[src/sv/dtt_pkg.sv]
// Shared types, codes and helper functions for the DIV/TIMA/TMA/TAC timer block.
// Depends on nothing; dtt_step, the top level and the testbench refer to it by scoped names.
`default_nettype none

package dtt_pkg;

    // Function codes of an input beat; the spare code is ignored
    typedef enum logic [1:0] {
        FUNC_ADVANCE = 2'd0,
        FUNC_READ    = 2'd1,
        FUNC_WRITE   = 2'd2
    } func_t;

    // Register selectors
    typedef enum logic [1:0] {
        REG_DIV  = 2'd0,
        REG_CNT  = 2'd1,
        REG_TMA  = 2'd2,
        REG_TAC  = 2'd3
    } reg_t;

    localparam logic [4:0] TAC_READ_ONES = 5'h1F;
    localparam int unsigned EDGE_W       = 5;

    typedef struct packed {
        logic [1:0] func;
        logic [1:0] reg_sel;
        logic [7:0] write_data;
        logic [7:0] cycles;
    } item_t;

    typedef struct packed {
        logic [15:0] div;
        logic [7:0]  tima;
        logic [7:0]  tma;
        logic [2:0]  tac;
    } timer_state_t;

    typedef struct packed {
        logic [7:0] read_data;
        logic       timer_irq;
    } result_t;

    typedef struct packed {
        logic       irq;
        logic [7:0] value;
    } bump_t;

    // Falling edges of the selected divider bit while the divider moves from
    // old to old + c (bit 9, 3, 5 or 7 for select 0..3)
    function automatic logic [EDGE_W-1:0] edge_count(logic [15:0] old, logic [7:0] c,
                                                     logic [1:0] sel);
        logic [16:0] sum;
        logic [16:0] diff;
        sum = {1'b0, old} + {9'd0, c};
        unique case (sel)
            2'd0:    diff = (sum >> 10) - ({1'b0, old} >> 10);
            2'd1:    diff = (sum >> 4) - ({1'b0, old} >> 4);
            2'd2:    diff = (sum >> 6) - ({1'b0, old} >> 6);
            default: diff = (sum >> 8) - ({1'b0, old} >> 8);
        endcase
        return diff[EDGE_W-1:0];
    endfunction

    // Value of the divider bit picked by a select code
    function automatic logic div_bit(logic [15:0] d, logic [1:0] sel);
        logic b;
        unique case (sel)
            2'd0:    b = d[9];
            2'd1:    b = d[3];
            2'd2:    b = d[5];
            default: b = d[7];
        endcase
        return b;
    endfunction

    // True when the divider bits below the selected bit hold a value under 4
    function automatic logic low_bits_small(logic [15:0] d, logic [1:0] sel);
        logic z;
        unique case (sel)
            2'd0:    z = (d[8:2] == 7'd0);
            2'd1:    z = (d[2] == 1'b0);
            2'd2:    z = (d[4:2] == 3'd0);
            default: z = (d[6:2] == 5'd0);
        endcase
        return z;
    endfunction

    // Add n ticks to the counter; on wrap add the reload value and flag it
    function automatic bump_t bump(logic [7:0] tima, logic [EDGE_W-1:0] n, logic [7:0] tma);
        logic [8:0] sum;
        bump_t      r;
        sum     = {1'b0, tima} + {{(9-EDGE_W){1'b0}}, n};
        r.irq   = sum[8];
        r.value = sum[8] ? (sum[7:0] + tma) : sum[7:0];
        return r;
    endfunction

endpackage

`default_nettype wire

[src/sv/dtt_step.sv]
// Next-state and result logic for one timer beat: catch up, then read or write.
// Depends on dtt_pkg for the item, state and result types and the helper functions.
`default_nettype none

module dtt_step (
    input  var dtt_pkg::item_t        item,
    input  var dtt_pkg::timer_state_t cur,
    output dtt_pkg::timer_state_t     nxt,
    output dtt_pkg::result_t          res
);

    logic [15:0]                  div_adv;
    logic [dtt_pkg::EDGE_W-1:0]   edges;
    logic                         timer_on;
    logic                         cur_bit;
    dtt_pkg::bump_t               b_adv;
    dtt_pkg::bump_t               b_tick;

    assign timer_on = cur.tac[2];
    assign div_adv  = cur.div + {8'd0, item.cycles};
    assign edges    = timer_on ? dtt_pkg::edge_count(cur.div, item.cycles, cur.tac[1:0])
                               : '0;
    assign b_adv    = dtt_pkg::bump(cur.tima, edges, cur.tma);
    // single extra tick on top of the catch-up, for the write quirks
    assign b_tick   = dtt_pkg::bump(b_adv.value, dtt_pkg::EDGE_W'(1), cur.tma);
    assign cur_bit  = timer_on && dtt_pkg::div_bit(div_adv, cur.tac[1:0]);

    always_comb
    begin
        nxt           = cur;
        res.read_data = 8'd0;
        res.timer_irq = 1'b0;
        unique case (item.func)
            dtt_pkg::FUNC_ADVANCE:
            begin
                nxt.div       = div_adv;
                nxt.tima      = b_adv.value;
                res.timer_irq = b_adv.irq;
            end
            dtt_pkg::FUNC_READ:
            begin
                unique case (item.reg_sel)
                    dtt_pkg::REG_DIV:  res.read_data = div_adv[15:8];
                    dtt_pkg::REG_CNT:
                    begin
                        if (b_adv.irq && dtt_pkg::low_bits_small(div_adv, cur.tac[1:0]))
                            res.read_data = 8'd0;
                        else
                            res.read_data = b_adv.value;
                    end
                    dtt_pkg::REG_TMA:  res.read_data = cur.tma;
                    default:           res.read_data = {dtt_pkg::TAC_READ_ONES, cur.tac};
                endcase
            end
            dtt_pkg::FUNC_WRITE:
            begin
                nxt.div       = div_adv;
                nxt.tima      = b_adv.value;
                res.timer_irq = b_adv.irq;
                unique case (item.reg_sel)
                    dtt_pkg::REG_DIV:
                    begin
                        nxt.div = 16'd0;
                        if (cur_bit)
                        begin
                            nxt.tima      = b_tick.value;
                            res.timer_irq = b_adv.irq | b_tick.irq;
                        end
                    end
                    dtt_pkg::REG_CNT:  nxt.tima = item.write_data;
                    dtt_pkg::REG_TMA:  nxt.tma  = item.write_data;
                    default:
                    begin
                        if (cur_bit && (!item.write_data[2] ||
                            !dtt_pkg::div_bit(div_adv, item.write_data[1:0])))
                        begin
                            nxt.tima      = b_tick.value;
                            res.timer_irq = b_adv.irq | b_tick.irq;
                        end
                        nxt.tac = item.write_data[2:0];
                    end
                endcase
            end
            default:
            begin
                nxt = cur;
            end
        endcase
    end

endmodule

`default_nettype wire

[src/sv/div_tima_timer_registers.sv]
// Top level of the DIV/TIMA/TMA/TAC timer: input register, state, result register.
// Depends on dtt_pkg and dtt_step.
//
// Usage:
//   Input channel s_axis_*: one beat per timer event. tuser carries the function
//   (advance, register read, register write) and the register selector; tdata
//   carries the write byte and the number of cycles elapsed before the event.
//   Output channel m_axis_*: exactly one result beat per input beat, in order,
//   holding the read byte (zero unless a read) and the timer interrupt flag.
// Flow: a beat accepted into the input register is evaluated against the timer
//   state once the result register is empty or being drained, and its result
//   is registered in the result register, which drives m_axis.
// Throughput: one beat per cycle while m_axis_tready stays high; the whole update
//   is a single pass of shifts, adds and compares from input to state/result registers.
// Stall: while a result waits in the output register the input register still
//   takes one more beat; tready drops only when both registers are full.
// Reset: rst_n low clears the divider, TIMA, TMA and TAC (timer disabled) and
//   empties both registers; no result is pending after reset.
`default_nettype none

module div_tima_timer_registers (
    input  wire        clk,
    input  wire        rst_n,
    input  wire        s_axis_tvalid,
    output logic       s_axis_tready,
    input  wire [15:0] s_axis_tdata,   // [7:0] write_data, [15:8] cycles
    input  wire [3:0]  s_axis_tuser,   // [1:0] func, [3:2] reg_sel
    output logic       m_axis_tvalid,
    input  wire        m_axis_tready,
    output logic [15:0] m_axis_tdata   // [7:0] read_data, [8] timer_irq, [15:9] zero
);

    dtt_pkg::item_t        in_item_reg;
    logic                  in_valid_reg;
    dtt_pkg::timer_state_t state_reg;
    dtt_pkg::timer_state_t state_next;
    dtt_pkg::result_t      result_next;
    dtt_pkg::result_t      out_reg;
    logic                  out_valid_reg;
    logic                  step;
    logic                  in_take;

    // Evaluate the held beat when the result register is empty or being drained
    assign step          = in_valid_reg && (!out_valid_reg || m_axis_tready);
    assign s_axis_tready = !in_valid_reg || step;
    assign in_take       = s_axis_tvalid && s_axis_tready;

    dtt_step u_step (
        .item (in_item_reg),
        .cur  (state_reg),
        .nxt  (state_next),
        .res  (result_next)
    );

    // Input register: refill on every accepted beat, empty once evaluated
    always_ff @(posedge clk or negedge rst_n)
    begin
        if (!rst_n)
            in_valid_reg <= 1'b0;
        else if (in_take)
            in_valid_reg <= 1'b1;
        else if (step)
            in_valid_reg <= 1'b0;
    end

    always_ff @(posedge clk)
    begin
        if (in_take)
        begin
            in_item_reg.func       <= s_axis_tuser[1:0];
            in_item_reg.reg_sel    <= s_axis_tuser[3:2];
            in_item_reg.write_data <= s_axis_tdata[7:0];
            in_item_reg.cycles     <= s_axis_tdata[15:8];
        end
    end

    // Timer state: advance only when a beat is evaluated
    always_ff @(posedge clk or negedge rst_n)
    begin
        if (!rst_n)
            state_reg <= '0;
        else if (step)
            state_reg <= state_next;
    end

    // Result register: hold until the receiver takes it
    always_ff @(posedge clk or negedge rst_n)
    begin
        if (!rst_n)
            out_valid_reg <= 1'b0;
        else if (step)
            out_valid_reg <= 1'b1;
        else if (m_axis_tready)
            out_valid_reg <= 1'b0;
    end

    always_ff @(posedge clk)
    begin
        if (step)
            out_reg <= result_next;
    end

    assign m_axis_tvalid = out_valid_reg;
    assign m_axis_tdata  = {7'd0, out_reg.timer_irq, out_reg.read_data};

endmodule

`default_nettype wire

[config.mk]
export PLATFORM = sky130hd
export DESIGN_NAME = div_tima_timer_registers
export DESIGN_NICKNAME = d
export VERILOG_FILES = /design/src/sv/dtt_pkg.sv /design/src/sv/dtt_step.sv /design/src/sv/div_tima_timer_registers.sv
export SDC_FILE = /design/constraint.sdc
export NUM_CORES = 1
export LEC_CHECK = 0
export BUFFER_PORTS_ARGS = -buffer_cell sky130_fd_sc_hd__buf_2
export CAP_MARGIN = 30
export CORE_MARGIN = 2
export CORE_UTILIZATION = 35
export DETAILED_ROUTE_END_ITERATION = 16
export PLACE_DENSITY = 0.54
export SYNTH_ARGS = -nofsm -noshare
export SYNTH_HDL_FRONTEND = slang
export SYNTH_SLANG_ARGS = --single-unit
[constraint.sdc]
create_clock -name clk -period 12.6 [get_ports clk]
set_input_delay 1.26 -clock clk [delete_from_list [all_inputs] [get_ports clk]]
set_output_delay 1.26 -clock clk [all_outputs]
set_load 0.02 [all_outputs]
==> impl_metrics.py <==
metrics = {
    "logic_synthesis": {
        "syn_area_sq_um": 5690,
        "synthFlopType": "dfrtp_1",
        "avgSynthCellArea_sq_um": 8.90,
        "netlist.area_leader.share_pct": 16.3,
        "syn_inst": 639,
        "synth-edff-count": 29,
        "synth-async-reset-ratio_pct": 56.1,
        "synthTopCellsByArea": "dfrtp_1 (16%), edfxtp_1 (15%), ha_1 (9.9%)",
        "yosys_warnings": 0,
        "synth-seq-cells": 66,
        "synth_cell_types": 77,
        "yosysSeqAreaShare_pct": 31.6,
        "yosysTopAreaCell": "dfrtp_1",
    },
    "cts": {
        "numCtsBuffers": 9,
        "cts_root_buffer": "clkbuf_16",
        "cts.path.max_buffers": 2,
        "post_cts_buffers": 0,
        "ctsHtreeMaxLevel": 3,
        "cts_resized": 0,
        "cts.sinks": 66,
        "cts_tree": "built",
        "clock_latency_ns": 0.33,
        "cts.hold.buffers_added": 0,
        "clkSlewWorstSetupHoldPaths_ns": 0.06,
    },
    "setup_path": {
        "cpMostUsedCell": "ha_1",
        "worstPathArrival_ns": 9.38,
        "cp_max_fo": 8,
        "crit_type": "reg2reg",
        "cpMaxStageDelayCell": "o211ai_1",
        "start_kind": "register",
        "cp_slowest_stage_delay_ns": 0.80,
        "ff2ff_path_depth": 37,
        "cp.required_ns": 12.82,
        "ff2ff_setup_slack_ns": 3.44,
        "crit_path_end_kind": "register",
    },
    "place": {
        "gp_congestion": 0.896,
        "dpl_worst_slack_ns": 3.55,
        "dpl.cell_count": 870,
        "io_buffers": 34,
        "dpl.hpwl_um": 13300,
    },
    "floorplanning": {
        "io_pins": 42,
        "start_util_pct": 35.8,
        "die-area_sq_um": 17300,
        "fp.coreArea_sq_um": 15900,
        "die_w_um": 131,
        "die_h_um": 131,
        "rows": 46,
    },
    "global_routing": {
        "overflow": 0,
        "grt_antenna_before_repair": 0,
        "grt_first_pass_wirelength_um": 27300,
        "gr-usage-all-layers_pct": 20.0,
        "grt_max_degree": 38,
        "first_global_vias": 4960,
    },
    "detailed_routing": {
        "drtIter0Drc": 469,
        "drc": 0,
        "vias": 5114,
        "wl_um": 17500,
        "dr.pass1.iters": 5,
        "wl_per_cell_um": 19.7,
        "viasPerCell": 5.76,
        "antenna_left": 0,
    },
    "timing": {
        "hold_viol": 0,
        "period_share_pct": 72.7,
        "finalWorstSetupSlack_ns": 3.44,
        "slew_violations": 0,
        "setup_violations": 0,
        "tns_ns": 0,
        "skew_ns": 0.00706,
        "rsz0062_at_grt": "false",
        "timing.final.crit_period_ns": 9.16,
        "max_freq_ghz": 0.109,
        "slew_headroom_pct": 33.1,
        "worst_slew_pin_slew_ns": 0.999,
        "whs_ns": 0.476,
    },
    "cells_and_area": {
        "area_growth_pct": 11.9,
        "largest_register_ffs": 35,
        "fin_cells": 888,
        "fillers": 1629,
        "layout-drive-gt1-share_pct": 12.1,
        "antenna_cells": 0,
        "nNetsFinal": 742,
    },
    "outcome": {
        "status": "finished, final reports clean",
    },
    "min_path": {
        "whs_path_depth": 2,
        "min_path_type": "reg2reg",
    },
    "run": {
        "max_cap_viol_count": 0,
    },
}
[metrics by stage]
stage                     util [%]  cell area, sq um
after detailed placement      37.8              6010
after CTS                     39.8              6330
after global routing          40.1              6360
after global placement        37.8              6010
final                         40.1              6360
after floorplan                  -              5710
[Yosys cell counts, drive strengths merged (12+ instances only)]
master  number
clkbuf      12
dfrtp       37
o21ai       42
nand2       62
ha          45
xor2        20
buf         14
edfxtp      29
a21oi       38
nand3       17
nor2        51
mux2        13
inv         45
xnor2       24
nor3        17
[worst max-delay path: cells and delay by family (launching register included)]
kind            cells  cell delay, ns
flops               1            0.36
xor+xnor            6            1.36
fa+ha+maj           6            2.01
buf+inv             3            0.47
mux                 1            0.45
compound gates     14            3.17
simple gates        7            1.22
[cell usage in the layout, fill, tap and decap left out, types with 8 or more instances in the layout]
| cell type | n |
|---|---|
| o21ai_0 | 39 |
| edfxtp_1 | 29 |
| a221oi_1 | 9 |
| xnor2_1 | 23 |
| nor3_1 | 17 |
| mux2i_1 | 8 |
| a21oi_1 | 37 |
| buf_2 | 34 |
| nor2_1 | 51 |
| nand3_1 | 17 |
| xor2_1 | 20 |
| o22ai_1 | 11 |
| nand2_1 | 61 |
| mux2_2 | 12 |
| inv_1 | 45 |
| a211oi_1 | 9 |
| ha_1 | 45 |
| clkbuf_16 | 9 |
| dfrtp_1 | 37 |
[path summary, 6_finish.rpt]
| kind | start | to |
|---|---|---|
| setup / recovery | in_item_reg[0] | state_reg[18] |
| hold / removal | state_reg[19] | state_reg[19] |
| min in group asynchronous | rst_n | state_reg[29] |
| setup reg to reg | in_item_reg[0] | state_reg[18] |
| max in group asynchronous | rst_n | in_valid_reg |
| hold reg to reg | state_reg[19] | state_reg[19] |
[routing by layer]
layer  wire [um]  up-vias  GRT usage [%]
li1            -     2408              -
met1        8010     2513           27.4
met2        8200      169           33.5
met3         953       24           2.08
met4         311        0           5.43
met5           0        -              0
[kinds of logic after synthesis]
family / Yosys count / synth area share (%)
simple gates: 198 / 17.0
compound gates: 182 / 21.7
buf+inv: 73 / 5.66
flops: 66 / 31.6
fa+ha+maj: 51 / 12.0
xor+xnor: 44 / 6.91
mux: 24 / 5.02
other cells: 1 / 0.0660
[final cells by class]
class | instances | area [sq um] | share of cell area [%]
Timing Repair Buffer | 37 | 213 | 3.34
Tap cell | 216 | 270 | 4.25
Inverter | 47 | 176 | 2.77
Sequential cell | 66 | 1800 | 28.2
Multi-Input combinational cell | 506 | 3590 | 56.4
Clock buffer | 9 | 225 | 3.54
Clock inverter | 7 | 93.8 | 1.47
Power is left out: the tool's default activity adds up to more than one toggle a clock period on the data nets, which glitch-free logic cannot reach.
